### src/design/gps_pkg.sv
package gps_pkg;

  localparam int FracBits = 16;
  localparam int TimeW = 32;
  localparam int PeriodW = 24;
  localparam int TimingW = 2 * FracBits + 1;
  localparam int PhaseW = FracBits + 2;
  localparam int CfgIndexW = 3;
  localparam int FrontStages = TimeW + FracBits;
  localparam int BackStages = FracBits;

  localparam logic [PhaseW-1:0] PhaseOne = {2'b01, {FracBits{1'b0}}};

  localparam logic [PeriodW-1:0] PeriodReset = 24'd500000;
  localparam logic [TimingW-1:0] TimingResetEven = 33'd32768;
  localparam logic [TimingW-1:0] TimingResetOdd = 33'd4295000064;

  localparam logic [CfgIndexW-1:0] CfgPeriod = 3'd0;
  localparam logic [CfgIndexW-1:0] CfgLegBase = 3'd1;

  typedef enum logic [1:0] {
    ModeZero,
    ModeFull,
    ModeSwing,
    ModeStance
  } mode_e;

  typedef struct packed {
    logic full;
    logic empty;
  } fifo_stat_t;

endpackage

### src/design/gps_front.sv
module gps_front (
  input  logic                                 clk_i,
  input  logic                                 rst_ni,
  input  logic                                 in_valid_i,
  output logic                                 in_ready_o,
  input  logic [gps_pkg::TimeW-1:0]            time_us_i,
  input  logic [gps_pkg::PeriodW-1:0]          period_i,
  input  logic                                 push_ok_i,
  output logic                                 push_o,
  output logic [gps_pkg::FracBits-1:0]         frac_o
);

  localparam int N = gps_pkg::FrontStages;
  localparam int PW = gps_pkg::PeriodW;
  localparam int TW = gps_pkg::TimeW;

  logic [N-1:0]  vld_q;
  logic [PW-1:0] rem_q [N];
  logic [PW-1:0] rem_d [N];
  logic [TW-1:0] sh_q [N];
  logic [TW-1:0] sh_d [N];
  logic          adv;

  assign adv = !vld_q[N-1] || push_ok_i;
  assign in_ready_o = adv;
  assign push_o = vld_q[N-1] && push_ok_i;
  assign frac_o = (period_i == '0) ? '0 : sh_q[N-1][gps_pkg::FracBits-1:0];

  always_comb begin
    logic [PW:0]   tmp;
    logic [PW-1:0] rin;
    logic [TW-1:0] sin;
    logic          fb;
    logic          ge;
    for (int k = 0; k < N; k++) begin
      if (k == 0) begin
        rin = '0;
        sin = time_us_i;
      end else begin
        rin = rem_q[k-1];
        sin = sh_q[k-1];
      end
      fb = (k < TW) ? sin[TW-1] : 1'b0;
      tmp = {rin, fb};
      ge = tmp >= {1'b0, period_i};
      rem_d[k] = ge ? PW'(tmp - {1'b0, period_i}) : tmp[PW-1:0];
      sh_d[k] = {sin[TW-2:0], ge};
    end
  end

  always_ff @(posedge clk_i or negedge rst_ni) begin
    if (!rst_ni) begin
      vld_q <= '0;
    end else if (adv) begin
      vld_q <= {vld_q[N-2:0], in_valid_i};
    end
  end

  always_ff @(posedge clk_i) begin
    if (adv) begin
      for (int k = 0; k < N; k++) begin
        rem_q[k] <= rem_d[k];
        sh_q[k] <= sh_d[k];
      end
    end
  end

endmodule

### config.mk
export PLATFORM = sky130hd
export DESIGN_NAME = gps_front
export DESIGN_NICKNAME = d
export VERILOG_FILES = /design/src/design/gps_pkg.sv /design/src/design/gps_front.sv
export SDC_FILE = /design/constraint.sdc
export NUM_CORES = 2
export LEC_CHECK = 0
export BUFFER_PORTS_ARGS = -buffer_cell sky130_fd_sc_hd__buf_2
export CAP_MARGIN = 20
export CORE_UTILIZATION = 65
export CTS_BUF_LIST = sky130_fd_sc_hd__clkbuf_16
export DETAILED_ROUTE_END_ITERATION = 16
export PLACE_DENSITY = 0.81
export SLEW_MARGIN = 40
export SYNTH_ARGS = -nofsm -noshare
export SYNTH_HDL_FRONTEND = slang
export SYNTH_SLANG_ARGS = --single-unit
### constraint.sdc
create_clock -name clk_i -period 89 [get_ports clk_i]
set_clock_uncertainty 0.15 [all_clocks]
set_input_delay 17.8 -clock clk_i [delete_from_list [all_inputs] [get_ports clk_i]]
set_output_delay 17.8 -clock clk_i [all_outputs]
set_load 0.02 [all_outputs]
After elaboration in Yosys (flattened, before gate mapping):

Memories as Yosys holds them, arrays and structs flattened.
Cells that the tools add are included.

* $lt $le $gt $ge: 48
* reduce and logical (&&, ||, !) cells: 4
* mux-type cells: 51
* $add $sub $neg: 48

Operator list (number)
* $ge A25 B24 Y1: 47
* $mux W24: 48
* $sub A24 B24 Y24: 47
* $ge A1 B24 Y1: 1
* $logic_not A24 Y1: 1
* $sub A1 B24 Y24: 1
* $mux W16: 1
* $mux W1: 2
* $logic_and A1 B1 Y1: 1
* $logic_not A1 Y1: 1
* $logic_or A1 B1 Y1: 1

* memory bits (writable): 2688
* input port bits: 60
* output and inout bits: 18
* memories kept: 2
* register bits after elaboration: 48
* logic and storage cells: 154

Memory list
* sh_q: words 48, bits a word 32, rd ports 48, clocked after memory_dff 0, write ports 48, RTL line gps_front.sv:20 `logic [TW-1:0] sh_q [N];`
* rem_q: words 48, bits a word 24, rd ports 47, clocked after memory_dff 0, write ports 48, RTL line gps_front.sv:18 `logic [PW-1:0] rem_q [N];`

Longest topological paths before layout:

* depth after elaboration: 4
* depth in mapped cells: 16
* gate-level depth less buffers: 15

Worst setup path before layout:

OpenSTA, ideal clock, no wires.

* path type: input-to-output
* start: input port push_ok_i
* end: output port in_ready_o
* setup slack: 5.148 ns
* data required time: 71.050 ns
* buffers on the path: 2
* arrival: 65.902 ns
* cell stages on the path: 3
* cells stage by stage: nand2b_1 -> buf_1 -> buf_1

* longest elaborated chain between the ends: 1

Ends and longest elaborated chain
* start, declared: RTL line gps_front.sv:8 `input logic push_ok_i,`
* $logic_or A1 B1 Y1: RTL line gps_front.sv:24 `assign adv = !vld_q[N-1] || push_ok_i;`
* end, declared: RTL line gps_front.sv:5 `output logic in_ready_o,`

No other way between the ends.

Worst setup path in the final report:

* start: input port period_i[10] (netlist bit)
* end: output port frac_o[1] (netlist bit)

* longest elaborated chain between the ends: 2

Ends and longest elaborated chain
* start, declared: RTL line gps_front.sv:7 `input logic [gps_pkg::PeriodW-1:0] period_i,`
* $logic_not A24 Y1: RTL line gps_front.sv:27 `assign frac_o = (period_i == '0) ? '0 : sh_q[N-1][gps_pkg::FracBits-1:0];`
* $mux W16: RTL line gps_front.sv:27
* end, declared: RTL line gps_front.sv:10 `output logic [gps_pkg::FracBits-1:0] frac_o`

No other way between the ends.

==> results.sh <==
export IMPL_outcome="finished, final reports clean"
export IMPL_cts_max_level=4
export IMPL_fp_coreArea_um2=181000
export IMPL_rows=156
export IMPL_leakage_nw=52.1
export IMPL_postSynth_asyncResetShare_pct=2.65
export IMPL_critPathBufInv=3
export IMPL_reg2reg_to="sh_q[0][442]"
export IMPL_rsz0062_at_grt="no"
export IMPL_clkSinkCount=1808
export IMPL_clock_power_share_pct=18.1
export IMPL_cp_max_fo=16
export IMPL_r2r_setup_slack_ns=84.04
export IMPL_post_cts_resized_instances=0
export IMPL_boundaryPins=78
export IMPL_relSlewSlack_pct=42.5
export IMPL_wire_length_of_the_first_global_routing_pass_um=452000
export IMPL_start_util_pct=65.4
export IMPL_finalHoldViolCount=0
export IMPL_dpl_hpwl_um=204000
export IMPL_worst_skew_pair_late_latency_ns=0.85
export IMPL_areaGrowthSynthToFinish_pct=8.83
export IMPL_syn_inst=10776
export IMPL_detailroute_via_count=86673
export IMPL_globalRouteTotalUtil_pct=30.9
export IMPL_met2_length_um=132000
export IMPL_worstMarginPinSlew_ns=0.862
export IMPL_final_setup_tns_ns=0
export IMPL_crit_slowest_cell="nor4_2"
export IMPL_yosysWarnings=0
export IMPL_worst_setup_hold_path_clk_slew_ns=0.06
export IMPL_critical_path_cell_chain="buf_2 > nor4_1 > nand3_1 > nor4_2 > nand3_1 > buf_4 > and2_1 > buf_2"
export IMPL_detail_route_iter0_violations=7500
export IMPL_synth_edff_count=1760
export IMPL_power_share_sequential_pct=32.9
export IMPL_post_cts_hold_buffer_count=0
export IMPL_worstSetupStartpointType="input pin"
export IMPL_rr_worst_depth=7
export IMPL_mappedNetlistArea_um2=118000
export IMPL_vias_per_cell=6.43
export IMPL_net_load_switching_power_mw=1.79
export IMPL_crit_reg2reg_launch="vld_q[47]"
export IMPL_finalWirelength_um=290000
export IMPL_cts_root_buf="clkbuf_16"
export IMPL_io_buffer_count=77
export IMPL_final_hold_worst_slack_ns=0.254
export IMPL_first_pass_iters=8
export IMPL_crit_arrival_ns=19.87
export IMPL_holdCritPathClass="reg -> reg"
export IMPL_share_comb_of_total_power_pct=49.0
export IMPL_drc=0
export IMPL_wl_per_instance_um=21.5
export IMPL_end_kind="primary output"
export IMPL_setup_worst_path_class="in -> out"
export IMPL_die_h_um=428
export IMPL_worstPathRequired_ns=71.05
export IMPL_ys_seq_elements=1808
export IMPL_internal_power_mw=2.79
export IMPL_worst_hold_path_endpoint="sh_q[1][27]"
export IMPL_layout_worst_path_cycle_share_pct=42.5
export IMPL_cts_buffers_inserted=192
export IMPL_cts_setup_buffers=0
export IMPL_die_area_um2=184000
export IMPL_die_width_um=428
export IMPL_maxCapViolations=0
export IMPL_setup_viol_count_final=0
export IMPL_grt_max_degree=184
export IMPL_clock_path_buffers=3
export IMPL_vdd_ir_drop_worst_v=0.0000236
export IMPL_sw_share_pct=39.0
export IMPL_post_route_cells_drive_above_1_share_pct=6.61
export IMPL_min_delay_path_depth=0
export IMPL_power_per_cell_area_nw_per_um2=35.6
export IMPL_antenna_found_initial=5
export IMPL_synth_seq_area_share_pct=45.7
export IMPL_largest_incremental_delay_on_the_critical_path_ns=0.59
export IMPL_hold_path_startpoint="sh_q[0][506]"
export IMPL_place_congestion=0.940
export IMPL_met1_length_um=126000
export IMPL_postSynth_topFlopCell="edfxtp_1"
export IMPL_first_global_vias=83943
export IMPL_layout_nets=12177
export IMPL_final_max_slew_viol_count=0
export IMPL_cpLargestDelayFamily="simple AND/OR/NAND/NOR gates"
export IMPL_postRouteAntennaNets=0
export IMPL_syn_nets=12011
export IMPL_grt_overflow_total=0
export IMPL_cts_tree="yes"
export IMPL_finalCriticalPeriod_ns=37.82
export IMPL_detailroute_wirelength_met3_um=19500
export IMPL_synth_lib_cells_used_distinct=96
export IMPL_dr_max_layer_used="met4"
export IMPL_fmaxAchievable_mhz=26.4
export IMPL_syn_avg_cell_area_um2=11.0
==> routing by layer <==
layer	GRT usage, %	vias to the layer above
met1	42.6	41752
met4	12.9	0
li1	-	41130
met5	0	-
met3	4.04	669
met2	49.5	3122
==> layout make-up <==
cell class | count | area, um^2
Multi-Input combinational cell | 8377 | 62100
Sequential cell | 1808 | 54100
Fill cell | 12855 | 52100
Clock buffer | 194 | 4850
Tap cell | 2370 | 2970
Clock inverter | 162 | 1690
Timing Repair Buffer | 193 | 1560
Inverter | 370 | 1420
Antenna cell | 1 | 2.50
==> worst max path at each step <==
stage	from	to	slack, ns	depth (start not counted)
2_1_floorplan	push_ok_i	in_ready_o	5.15	3
4_1_cts	period_i[10]	frac_o[1]	51.26	8
3_3_place_gp	period_i[14]	frac_o[1]	51.05	8
6_report	period_i[10]	frac_o[1]	51.18	8
5_1_grt	period_i[10]	frac_o[5]	51.03	8
3_5_place_dp	period_i[10]	frac_o[1]	51.27	8
==> stage by stage <==
step / power, mW / util, % / setup WS (ns) / cells / area, um^2
global route: 4.87 / 71.2 / 51.03 / 13474 / 129000
floorplan: 3.29 / - / 5.15 / 10776 / 118000
global placement: 3.62 / 67.3 / 51.05 / 13104 / 122000
CTS: 4.55 / 71.1 / 51.26 / 13466 / 128000
finish: 4.58 / 71.2 / 51.18 / 13475 / 129000
detailed placement: 3.68 / 67.4 / 51.27 / 13110 / 122000
==> layout by cell type (no fill, tap or decap), drive strengths merged, types with 46 or more instances in the layout <==
| cell | instances |
|---|---|
| nand2 | 745 |
| nand3 | 180 |
| inv | 383 |
| xor2 | 322 |
| and2 | 65 |
| xnor2 | 582 |
| o21ai | 779 |
| a21oi | 918 |
| o31ai | 68 |
| or3 | 56 |
| clkinv | 99 |
| clkbuf | 194 |
| o21a | 136 |
| dfrtp | 48 |
| a31oi | 116 |
| a21boi | 52 |
| ha | 1129 |
| nor3 | 174 |
| mux2 | 597 |
| nor2b | 166 |
| and3 | 72 |
| fa | 46 |
| nor2 | 641 |
| buf | 193 |
| a21o | 478 |
| edfxtp | 1760 |
| nand2b | 143 |
| nand4 | 137 |
| a211oi | 66 |
| nor4 | 48 |
| o21bai | 136 |
==> synthesized netlist by cell type, drive strengths merged (21+ instances only) <==
library cell	number	area [um^2]
a21o	478	3590
and2	65	407
a41oi	26	228
and4	23	201
a31o	32	280
dfrtp	48	1200
mux2i	45	450
o31ai	68	521
nor2b	166	1040
nand2	745	2800
o21bai	136	1020
nand3	180	901
ha	1129	14100
buf	75	389
a21oi	918	4600
o21a	136	1020
nor2	641	2410
nor3	174	871
a221oi	22	199
nand2b	143	895
nand4	137	857
a211oi	66	505
clkbuf	146	548
or2	45	282
a211o	29	254
xnor2	582	5100
fa	46	921
nor4	48	300
a31oi	116	726
and3	72	450
o21ai	779	3920
inv	368	1380
a21boi	52	390
or3	56	350
mux2	597	6730
xor2	322	2820
o31a	21	184
o211ai	43	323
edfxtp	1760	52900
==> state kept, by name, indices dropped and copies added, names as in the netlist <==
signal	cells
sh_q	632
vld_q	48
rem_q	1128
==> power by group through the flow <==
stage / clock network [mW] / registers [mW] / logic [mW]
2_1_floorplan: 0 / 1.56 / 1.73
3_3_place_gp: 0 / 1.51 / 2.11
3_5_place_dp: 0 / 1.51 / 2.17
4_1_cts: 0.844 / 1.50 / 2.21
5_1_grt: 0.875 / 1.52 / 2.47
6_report: 0.828 / 1.51 / 2.24
==> cells by family (layout without fill, tap and decap cells) <==
family	after synthesis	in the layout	synth area share (%)
XOR/XNOR	904	904	6.70
buffers and inverters	591	919	1.97
flip-flops	1808	1808	45.7
other	0	1	0
AND/OR/NAND/NOR	2545	2545	10.3
adder cells (fa/ha/maj)	1175	1175	12.7
AO/OA/AOI/OAI	3111	3111	16.5
multiplexers	642	642	6.07
(Power assumes the default switching activity.)
