[src/design/gps_pkg.sv]
package gps_pkg;

  localparam int FracBits = 16;
  localparam int TimeW = 32;
  localparam int PeriodW = 24;
  localparam int TimingW = 2 * FracBits + 1;
  localparam int PhaseW = FracBits + 2;
  localparam int CfgIndexW = 3;
  localparam int FrontStages = TimeW + FracBits;
  localparam int BackStages = FracBits;

  localparam logic [PhaseW-1:0] PhaseOne = {2'b01, {FracBits{1'b0}}};

  localparam logic [PeriodW-1:0] PeriodReset = 24'd500000;
  localparam logic [TimingW-1:0] TimingResetEven = 33'd32768;
  localparam logic [TimingW-1:0] TimingResetOdd = 33'd4295000064;

  localparam logic [CfgIndexW-1:0] CfgPeriod = 3'd0;
  localparam logic [CfgIndexW-1:0] CfgLegBase = 3'd1;

  typedef enum logic [1:0] {
    ModeZero,
    ModeFull,
    ModeSwing,
    ModeStance
  } mode_e;

  typedef struct packed {
    logic full;
    logic empty;
  } fifo_stat_t;

endpackage

[src/design/gps_fifo.sv]
module gps_fifo #(
  parameter int Width = 16,
  parameter int Depth = 4
) (
  input  logic                clk_i,
  input  logic                rst_ni,
  input  logic                push_i,
  input  logic [Width-1:0]    data_i,
  input  logic                pop_i,
  output logic [Width-1:0]    data_o,
  output gps_pkg::fifo_stat_t stat_o
);

  localparam int AW = (Depth > 1) ? $clog2(Depth) : 1;
  localparam int CW = $clog2(Depth + 1);

  logic [Width-1:0] mem_q [Depth];
  logic [AW-1:0]    wr_q;
  logic [AW-1:0]    rd_q;
  logic [CW-1:0]    cnt_q;

  assign data_o = mem_q[rd_q];
  assign stat_o.full = cnt_q == CW'(Depth);
  assign stat_o.empty = cnt_q == '0;

  always_ff @(posedge clk_i or negedge rst_ni) begin
    if (!rst_ni) begin
      wr_q <= '0;
      rd_q <= '0;
      cnt_q <= '0;
    end else begin
      if (push_i) begin
        wr_q <= (wr_q == AW'(Depth - 1)) ? '0 : wr_q + 1'b1;
      end
      if (pop_i) begin
        rd_q <= (rd_q == AW'(Depth - 1)) ? '0 : rd_q + 1'b1;
      end
      if (push_i && !pop_i) begin
        cnt_q <= cnt_q + 1'b1;
      end else if (pop_i && !push_i) begin
        cnt_q <= cnt_q - 1'b1;
      end
    end
  end

  always_ff @(posedge clk_i) begin
    if (push_i) begin
      mem_q[wr_q] <= data_i;
    end
  end

endmodule

[config.mk]
export PLATFORM = sky130hd
export DESIGN_NAME = gps_fifo
export DESIGN_NICKNAME = d
export VERILOG_FILES = /design/src/design/gps_pkg.sv /design/src/design/gps_fifo.sv
export SDC_FILE = /design/constraint.sdc
export NUM_CORES = 1
export LEC_CHECK = 0
export ABC_AREA = 0
export BUFFER_PORTS_ARGS = -buffer_cell sky130_fd_sc_hd__buf_2
export CORE_ASPECT_RATIO = 1.2
export CORE_MARGIN = 2
export CORE_UTILIZATION = 44
export CTS_CLUSTER_DIAMETER = 150
export DETAILED_ROUTE_END_ITERATION = 8
export SLEW_MARGIN = 20
export SYNTH_ARGS = -nofsm -noshare
export SYNTH_HDL_FRONTEND = slang
export SYNTH_SLANG_ARGS = --single-unit
[constraint.sdc]
create_clock -name clk_i -period 2.9 [get_ports clk_i]
set_input_delay 0.58 -clock clk_i [delete_from_list [all_inputs] [get_ports clk_i]]
set_output_delay 0.58 -clock clk_i [all_outputs]
set_load 0.02 [all_outputs]
## Word-level counts from Yosys, hierarchy flattened

Memories as Yosys holds them, arrays and structs flattened.
Index checks and enable logic that the tools add are counted.
W data, S select, Z words.

| word-level totals | value |
|---|---|
| register bits | 7 |
| latch bits | 0 |
| bits in writable memories | 64 |
| ROM bits | 0 |
| bits of input ports | 20 |
| output and inout bits | 18 |
| logic and storage cells | 23 |
| memories kept | 1 |

| cells by class | value |
|---|---|
| $add $sub $neg | 4 |
| multiply operators | 0 |
| div/mod/pow operators | 0 |
| magnitude comparators | 0 |
| equality and inequality tests | 3 |
| shifts and indexed selects | 0 |
| multiplexer cells | 6 |
| bitwise gates (word level) | 0 |
| reduce and logical (&&, ||, !) cells | 6 |

Memories:

| name | depth | width | read ports | clocked after memory_dff | wr ports | RTL line | text |
|---|---|---|---|---|---|---|---|
| mem_q | 4 | 16 | 1 | 0 | 1 | gps_fifo.sv:17 | `logic [Width-1:0] mem_q [Depth];` |

Operators by type and width:

| kind | number |
|---|---|
| $mux W3 | 2 |
| $add A2 B1 Y2 const B | 2 |
| $eq A2 B2 Y1 const B | 2 |
| $mux W2 | 2 |
| $add A3 B1 Y3 const B | 1 |
| $eq A3 B3 Y1 const B | 1 |
| $logic_not A3 Y1 | 1 |
| $sub A3 B1 Y3 const B | 1 |
| $logic_and A1 B1 Y1 | 2 |
| $logic_not A1 Y1 | 2 |
| $mux W1 | 2 |
| $reduce_bool A2 Y1 | 1 |

## Logic depth before layout (Yosys ltp)

Gate-level depths: netlist (run 1).

| logic depth | value |
|---|---|
| depth in word-level cells | 4 |
| gate-level depth with buffers | 7 |
| mapped depth without buffers | 7 |

## Worst setup path before layout (run 1)

Ideal clock, no wire load.

| timing | value |
|---|---|
| path type | reg2out |
| start point | register rd_q[0] |
| end point | output port data_o[0] |
| arrival time | 1.196 ns |
| required time | 2.320 ns |
| slack | 1.124 ns |
| cell stages (with the launch flop) | 4 |
| path buffers | 2 |
| cells stage by stage | dfrtp_1 -> buf_6 -> buf_12 -> mux4_2 |

| between the ends | value |
|---|---|
| cells in the longest elaborated chain, start to end | 1 |

RTL lines:

| what | RTL line | text |
|---|---|---|
| start, declared | gps_fifo.sv:19 | `logic [AW-1:0] rd_q;` |
| start signal, assigned | gps_fifo.sv:36 | `rd_q <= (rd_q == AW'(Depth - 1)) ? '0 : rd_q + 1'b1;` |
| $mem_v2 Z4 W16 | -- |  |
| end, declared | gps_fifo.sv:10 | `output logic [Width-1:0] data_o,` |

No other way between the ends.

## Final worst setup path (run 1)

| timing | value |
|---|---|
| start point | register rd_q[0] |
| end point | output port data_o[15] |

Same word-level chain as after synthesis.

==> impl_metrics.csv, run 1 <==
group,metric,value,unit
timing,fin_crit,2.50,ns
critical_path,cp_slowest_cell,"dfrtp_1",
timing,hold_viol_final,0,
route,wirelength,4410,µm
clock_network,clk_pin_slew_worst_paths,0.07,ns
route,first_pass_iters,4,
route,ant_nets,0,
die,start_util,45.7,%
critical_path,crit_fanout,8,
yosys,muxShareOfSynthArea,14.9,%
power,power.internal,0.00229,W
die,die_h,90.8,µm
layout,diodes,0,
place,place_congestion,0.645,
route,drt-met1-wl,1920,µm
place,dpl.hpwl,2830,µm
global_route,antenna_found_initial,0,
yosys,yosysTopAreaCell,"edfxtp_1",
critical_path,crit_chain,"buf_4 -> mux4_1 -> buf_2",
global_route,gr-total-overflow,0,
global_route,grt_pass1_wl,7310,µm
place,portBuffers,37,
critical_path,crit_required,2.32,ns
route,vias_per_cell,5.07,
clock_network,cts_setup_buffers,0,
yosys,ys_warn_count,0,
clock_network,clk_latency,0.34,ns
timing,slew_headroom,41.5,%
critical_path,crit_arrival,1.92,ns
clock_network,cts_root_buffer,"clkbuf_8",
die,die_w,76.4,µm
power,vdd_drop_max,0.542,mV
timing,final-setup-viol-count,0,
timing,worst_pin_slew,0.877,ns
power,p_clk_share,28.2,%
critical_path,cpPeakStageDelay,0.60,ns
layout,final_nets,196,
route,drc,0,
route,num_vias,1297,
yosys,synth_top_area_share,69.5,%
global_route,grt_use_total,14.3,%
timing,rsz0062_at_grt,"no",
clock_network,cts_tree,"yes",
yosys,synth_adder_area_share,3.44,%
worst_hold_path,worst_hold_path_type,"input pin to asynchronous set/reset pin",
clock_network,cts_buffers,9,
yosys,synthTopCellsByArea,"edfxtp_1, mux4_1, mux4_2",
yosys,synth_xor_area_share,0.951,%
yosys,synth-compound-area-share,0.679,%
clock_network,hold_buffers,0,
yosys,synth_cells,121,
global_route,grt_max_degree,19,
yosys,synthSimpleGateAreaFrac,2.08,%
yosys,synthesis.area,2760,µm²
timing,period_share,86.3,%
clock_network,cts_buffer_depth,2,
route,drt-initial-drc-count,47,
critical_path,crit_buf_inv,2,
power,leakage,1.21,nW
clock_network,htreeDepth,3,
place,dp_cells,240,
yosys,synth.avg_cell_area,22.8,µm²
power,p_seq_share,44.8,%
die,core_area,6050,µm²
yosys,ys_ff_latch,71,
critical_path,path_delay_family,"flip-flops",
yosys,ys_seq_area_share,75.9,%
route,dr_wl_met2,2230,µm
critical_path,cp-start-kind,"register",
layout,layout-drive-gt1-share,38.5,%
timing,final.setup_skew,0.00416,ns
clock_network,clkSinkCount,71,
critical_path,worst-setup-path-type,"register to output port",
power,power_switching,0.000973,W
die,die_area,6930,µm²
power,p_sw_share,29.8,%
clock_network,post_cts_resized,0,
timing,fmax,400,MHz
timing,drv_slew,0,
global_route,first_global_vias,1469,
die,pin_count,38,
run_status,status,"finished, final reports clean",
route,dr.max_layer_used,"met4",
layout,syn_to_final_growth,18.5,%
die,rows,31,
timing,fin_tns_setup,0,ns
yosys,synth_nets,148,
yosys,synth_top_family_by_area,"multiplexers",
yosys,yosysUniqueCellTypes,20,
layout,fin_cells,256,
power,pwr-share-comb,27.0,%
power,power.density,997,nW/µm²
route,wl_met3,178,µm
job,cap_viol_max_count,0,
route,wire_per_inst,17.2,µm
critical_path,cp-end-kind,"output port",
## kinds of logic after synthesis
| family | count (synthesis) |
|---|---|
| and+or+nand+nor | 11 |
| buffers and inverters | 8 |
| adders and majority gates | 7 |
| xor gates and xnor gates | 3 |
| muxes | 18 |
| DFF | 71 |
| AOI/OAI and AO/OA | 3 |
## worst reg2reg max path: cells and delay by family, from the launching register on
family | cells | cell delay (ns)
AND/OR/NAND/NOR | 1 | 0.69
flip-flops | 1 | 0.41
buffers and inverters | 1 | 0.10
adder cells (fa/ha/maj) | 1 | 0.14
## metrics by stage
step                total power (W)  area [µm²]  worst slack [ns]  hold WS, ns  util (%)
floorplan                   0.00212        2760              1.12        0.284         -
global placement            0.00236        3040             0.783        0.423      50.2
detailed placement          0.00240        3040             0.720        0.420      50.2
CTS                         0.00332        3280             0.340       0.0508      54.1
global route                0.00343        3280             0.313       0.0624      54.1
finish                      0.00327        3280             0.398       0.0584      54.1
## synth_stat cells
library cell	number
mux4_1	8
inv_1	4
ha_1	6
fa_1	1
a21o_2	1
buf_6	1
buf_2	2
dfrtp_1	7
nor2_1	2
mux2_2	2
and2_1	4
edfxtp_1	64
xor2_1	2
nand2_1	2
xnor2_1	1
nor3_1	2
buf_12	1
o21ai_0	2
mux4_2	8
nor3b_1	1
## cells in the final DEF (no fill, tap or decap), drive strengths merged
master,synthesis,final
nand2,2,2
bufinv,0,3
edfxtp,64,64
inv,4,4
dfrtp,7,7
a21o,1,1
clkinv,0,3
mux4,16,16
clkinvlp,0,1
and2,4,4
nor2,2,2
xnor2,1,1
o21ai,2,2
buf,4,41
xor2,2,2
nor3b,1,1
mux2,2,2
ha,6,6
clkbuf,0,9
fa,1,1
nor3,2,2
## worst paths after layout
kind	start	endpoint	slack (ns)	cells after the start
worst max-delay path	rd_q[0]	data_o[15]	0.40	3
worst min-delay path	rst_ni	wr_q[1]	0.06	1
worst max register to register	wr_q[1]	mem_q[1][0]	1.17	3
worst min register to register	cnt_q[2]	cnt_q[2]	0.51	1
max in group asynchronous	rst_ni	cnt_q[2]	2.69	1
min in group clk_i	data_i[13]	mem_q[0][13]	0.45	1
## power by group through the flow
stage | clock, W | combinational [W] | sequential (W)
floorplan | 0 | 0.000716 | 0.00140
global placement | 0 | 0.000882 | 0.00147
detailed placement | 0 | 0.000904 | 0.00149
CTS | 0.000934 | 0.000908 | 0.00147
global route | 0.000975 | 0.000961 | 0.00149
finish | 0.000921 | 0.000882 | 0.00146
## sequential cells by signal (all words and copies together), names as in the netlist
name	flops
mem_q	64
cnt_q	3
rd_q	2
wr_q	2
## cell type report
| class | instances | area, µm² |
|---|---|---|
| inverter | 4 | 15.0 |
| multi-input combinational | 42 | 611 |
| timing repair buffer | 41 | 215 |
| sequential | 71 | 2100 |
| tap | 82 | 103 |
| fill | 490 | 2780 |
| clock buffer | 9 | 124 |
| clock inverter | 7 | 111 |
## metal layers
metal  up-vias  global-route usage (%)
met5         -                       0
met4         0                    7.73
li1        586                       -
met3         9                    3.70
met2        31                    24.0
met1       671                    16.8
Power figures use the tool's default switching activity.
==> inputs of run 2 (changes only) <==
- CTS_BUF_LIST: default -> sky130_fd_sc_hd__clkbuf_4
==> run 2 against run 1 <==
  * Setup slack lost 0.059 ns
  * Register-to-register slack about the same
  * Critical path depth did not move
  * Die area unchanged
  * Clock-buffer cell count stayed put
  * Via count up 0.31%
  * Non-clock buffer count is 1 higher
  * First-iteration DRC count up 47%
  * Fmax is 2.3% lower
  * Routed wire length is 0.50% lower
  * Sequential power about the same
  * Clock skew up 0.00093 ns
  * Critical path type unchanged
  * Critical endpoint unchanged
==> impl_metrics.csv, run 2 (synthesis results as in run 1) <==
group,metric,value,unit
clock_network,htreeDepth,3,
route,drt-met1-wl,1920,µm
timing,final-setup-viol-count,0,
place,place_congestion,0.645,
clock_network,hold_buffers,1,
route,wl_met3,165,µm
layout,regArea,2100,µm²
route,vias_per_cell,5.06,
clock_network,cts_buffers,9,
route,wire_per_inst,17.1,µm
critical_path,cp-end-kind,"output port",
timing,timing.hold.ws,0.387,ns
critical_path,crit_buf_inv,2,
critical_path,worstRegToRegCells,3,
worst_hold_path,hp-start,"data_i[4]",
die,die_area,6930,µm²
worst_hold_path,hold_depth,1,
clock_network,clkSinkCount,71,
place,dpl.hpwl,2830,µm
global_route,grt_max_degree,19,
clock_network,cts_root_buffer,"clkbuf_4",
critical_path,crit_start,"rd_q[0]",
power,leakage,1.19,nW
critical_path,crit_fanout,8,
clock_network,clk_latency,0.40,ns
route,dr.max_layer_used,"met4",
layout,fillers,504,
layout,final_nets,197,
timing,rsz0062_at_grt,"no",
die,core_area,6050,µm²
layout,largest_register_ffs,64,
layout,multi_input_area,611,µm²
timing,setup_ws,0.340,ns
clock_network,cts_buffer_depth,2,
layout,layout_common_cells,"edfxtp_1, buf_2, clkbuf_4, mux4_2, mux4_1",
critical_path,crit_chain,"buf_4 -> mux4_1 -> buf_2",
clock_network,cts_setup_buffers,0,
critical_path,worstSetupPathDepth,3,
layout,diodes,0,
place,post-place-ws,0.720,ns
global_route,first_global_vias,1472,
die,start_util,45.7,%
layout,regMostFlops,"mem_q",
timing,slew_headroom,42.4,%
route,drt-initial-drc-count,69,
global_route,grt_use_total,14.2,%
layout,syn_to_final_growth,16.8,%
die,pin_count,38,
clock_network,clk_pin_slew_worst_paths,0.11,ns
critical_path,cpPeakStageDelay,0.60,ns
global_route,grt_pass1_wl,7310,µm
timing,fin_tns_setup,0,ns
job,cap_viol_max_count,0,
die,rows,31,
global_route,antenna_found_initial,0,
timing,final.setup_skew,0.00509,ns
critical_path,cp-start-kind,"register",
route,dr_wl_met2,2210,µm
layout,final_common_cell,"edfxtp_1",
power,power.density,962,nW/µm²
timing,worst_pin_slew,0.864,ns
critical_path,worst-setup-path-type,"register to output port",
power,vdd_drop_max,0.516,mV
die,die_w,76.4,µm
clock_network,post_cts_resized,0,
critical_path,crit_arrival,1.98,ns
critical_path,path_delay_family,"flip-flops",
route,drc,0,
route,num_vias,1301,
run_status,status,"finished, final reports clean",
layout,top_regs,"mem_q: 64 flops, cnt_q: 3 flops",
die,die_h,90.8,µm
place,portBuffers,37,
route,first_pass_iters,4,
timing,fin_crit,2.56,ns
critical_path,crit_required,2.32,ns
critical_path,r2r-start,"wr_q[1]",
timing,drv_slew,0,
clock_network,cts_tree,"yes",
route,wirelength,4390,µm
worst_hold_path,worst_hold_path_type,"input pin to register",
timing,fmax,391,MHz
power,p_total,0.00311,W
timing,hold_viol_final,0,
route,ant_nets,0,
layout,layout-drive-gt1-share,38.3,%
global_route,gr-total-overflow,0,
critical_path,cp_slowest_cell,"dfrtp_1",
timing,period_share,88.3,%
-- run 2: area by class of cell --
| cell class | instances | share of cell area [%] |
|---|---|---|
| clock buffers | 9 | 2.09 |
| clock inverters | 7 | 3.45 |
| inverters | 4 | 0.465 |
| multi-input cells | 42 | 18.9 |
| flip-flops and latches | 71 | 64.9 |
| well taps | 82 | 3.18 |
| repair buffers | 42 | 6.97 |
-- run 2: stage by stage --
stage                     area, µm²  instances  utilization [%]
after floorplan                2760        121                -
after global placement         3040        240             50.2
after detailed placement       3040        240             50.2
after CTS                      3230        257             53.4
after global routing           3230        257             53.4
final                          3230        257             53.4
-- run 2: power breakdown --
group / internal (W) / switching (W) / total [W] / leakage [nW]
registers: 0.00132 / 0.000135 / 0.00146 / 0.671
logic: 0.000403 / 0.000480 / 0.000883 / 0.427
clock network: 0.000431 / 0.000334 / 0.000765 / 0.0933
total: 0.00216 / 0.000949 / 0.00311 / 1.19
-- run 2: path summary, 6_finish.rpt --
path | end | slack, ns
worst max-delay path | data_o[15] | 0.34
worst min register to register | cnt_q[2] | 0.51
worst max register to register | mem_q[1][14] | 1.18
max in group asynchronous | rd_q[1] | 2.22
min in group asynchronous | wr_q[1] | 0.52
worst min-delay path | mem_q[0][4] | 0.39
-- run 2: layer usage --
metal,vias up,global-route usage [%]
met5,-,0
met4,0,7.73
met3,9,3.40
met2,28,23.9
met1,669,16.8
li1,595,-
==> inputs of run 3 (changes only) <==
--- a/constraint.sdc
+++ b/constraint.sdc
@@ -3,2 +3,2 @@
 set_output_delay 0.58 -clock clk_i [all_outputs]
-set_load 0.02 [all_outputs]
+set_load 0.1 [all_outputs]
==> run 3 against run 2 <==
  * Die area is the same
  * Clock-buffer cell count grew 4
  * Worst hold slack gained 0.0066 ns
  * Highest routed layer unchanged
  * Critical endpoint is now data_o[8]
  * Final cell count shrank 0.39%
  * Fmax shrank 4.2%
  * Critical path type unchanged
==> impl_metrics.csv, run 3 (synthesis results as in run 1) <==
group,metric,value,unit
layout,largest_register_ffs,64,
die,die_w,76.4,µm
die,pin_count,38,
timing,timing.hold.ws,0.394,ns
critical_path,worst-setup-path-type,"register to output port",
critical_path,r2r-start,"wr_q[0]",
clock_network,clkSinkCount,71,
clock_network,cts_root_buffer,"clkbuf_4",
timing,drv_slew,0,
place,dpl.hpwl,2790,µm
clock_network,cts_tree,"yes",
worst_hold_path,hold_depth,1,
layout,layout_common_cells,"edfxtp_1, buf_2, clkbuf_4, mux4_2, mux4_1",
run_status,status,"finished, final reports clean",
critical_path,cp-end-kind,"output port",
critical_path,path_delay_family,"flip-flops",
timing,final-setup-viol-count,0,
layout,final_nets,196,
clock_network,cts_buffer_depth,2,
layout,regMostFlops,"mem_q",
critical_path,reg2reg_slack,1.15,ns
job,cap_viol_max_count,0,
timing,hold_viol_final,0,
die,core_area,6050,µm²
clock_network,post_cts_resized,0,
route,wire_per_inst,17.0,µm
clock_network,cts_setup_buffers,0,
die,rows,31,
layout,layout-drive-gt1-share,38.5,%
global_route,grt_pass1_wl,7130,µm
die,die_h,90.8,µm
global_route,antenna_found_initial,0,
layout,diodes,0,
clock_network,htreeDepth,3,
layout,top_regs,"mem_q: 64 flops, cnt_q: 3 flops",
timing,setup_ws,0.228,ns
critical_path,crit_chain,"buf_12 -> mux4_1 -> buf_2",
global_route,grt_max_degree,19,
route,wirelength,4340,µm
route,num_vias,1240,
route,drt-initial-drc-count,90,
critical_path,cp_slowest_cell,"dfrtp_1",
worst_hold_path,hp-start,"data_i[5]",
critical_path,crit_arrival,2.09,ns
critical_path,cpPeakStageDelay,0.63,ns
global_route,grt_use_total,14.0,%
critical_path,crit_start,"rd_q[0]",
critical_path,reg2reg_to,"mem_q[2][15]",
critical_path,crit_required,2.32,ns
timing,rsz0062_at_grt,"no",
timing,worst_pin_slew,0.843,ns
global_route,gr-total-overflow,0,
place,portBuffers,37,
route,first_pass_iters,4,
die,die_area,6930,µm²
clock_network,clk_latency,0.39,ns
die,start_util,45.7,%
worst_hold_path,worst_hold_path_type,"input pin to register",
route,ant_nets,0,
place,post-place-ws,0.616,ns
route,drc,0,
timing,period_share,92.1,%
timing,slew_headroom,43.8,%
global_route,first_global_vias,1367,
place,place_congestion,0.648,
critical_path,crit_buf_inv,2,
clock_network,cts_buffers,9,
timing,fmax,374,MHz
critical_path,crit_fanout,11,
route,vias_per_cell,4.84,
layout,syn_to_final_growth,14.9,%
layout,final_common_cell,"edfxtp_1",
layout,utilization,52.5,%
timing,fin_tns_setup,0,ns
timing,fin_crit,2.67,ns
critical_path,worstRegToRegCells,3,
clock_network,clk_pin_slew_worst_paths,0.11,ns
critical_path,cp-start-kind,"register",
timing,final.setup_skew,0.0131,ns
worst_hold_path,holdPathEnd,"mem_q[1][5]",
==> run 3: stage by stage <==
stage,instances,cell area (µm²)
after floorplan,121,2770
after global placement,239,3060
after detailed placement,239,3060
after CTS,256,3180
after global routing,256,3180
final,256,3180
==> run 3: layout make-up <==
type	instances	area, µm²
Clock inverter	3	12.5
Inverter	4	15.0
Fill cell	513	2880
Multi-Input combinational cell	42	621
Sequential cell	71	2100
Timing Repair Buffer	41	230
Tap cell	82	103
Clock buffer	13	97.6
==> run 3: layer usage <==
layer | track usage (%) | routed length (µm) | vias up
met5 | 0 | 0 | -
met4 | 8.18 | 83 | 0
met3 | 3.10 | 159 | 6
met2 | 22.7 | 2230 | 25
met1 | 17.2 | 1870 | 618
li1 | - | - | 591
==> run 3: how the worst max path moves through the flow <==
stage	end	slack [ns]	cells past startpoint
after global placement	data_o[11]	0.66	3
final	data_o[8]	0.23	3
after global routing	data_o[11]	0.11	3
after floorplan	stat_o[1]	0.64	1
after detailed placement	data_o[8]	0.62	3
after CTS	data_o[8]	0.17	3
==> run 3: worst reg2reg max path, cell delays in order, from the launching register on <==
cell and delay [ns]:
dfrtp_1 0.43, inv_1 0.11, ha_1 0.15, and2_1 0.68
==> run 3: timing repair <==
action                                  in CTS  in global routing
endpoints found under the hold margin        7                  0
hold buffers                                 1                  0
endpoints found under the setup margin       0                  0
Power of run 3 is not shown: default switching activity piles up to over one toggle a cycle in this logic, so the estimate is an artifact.
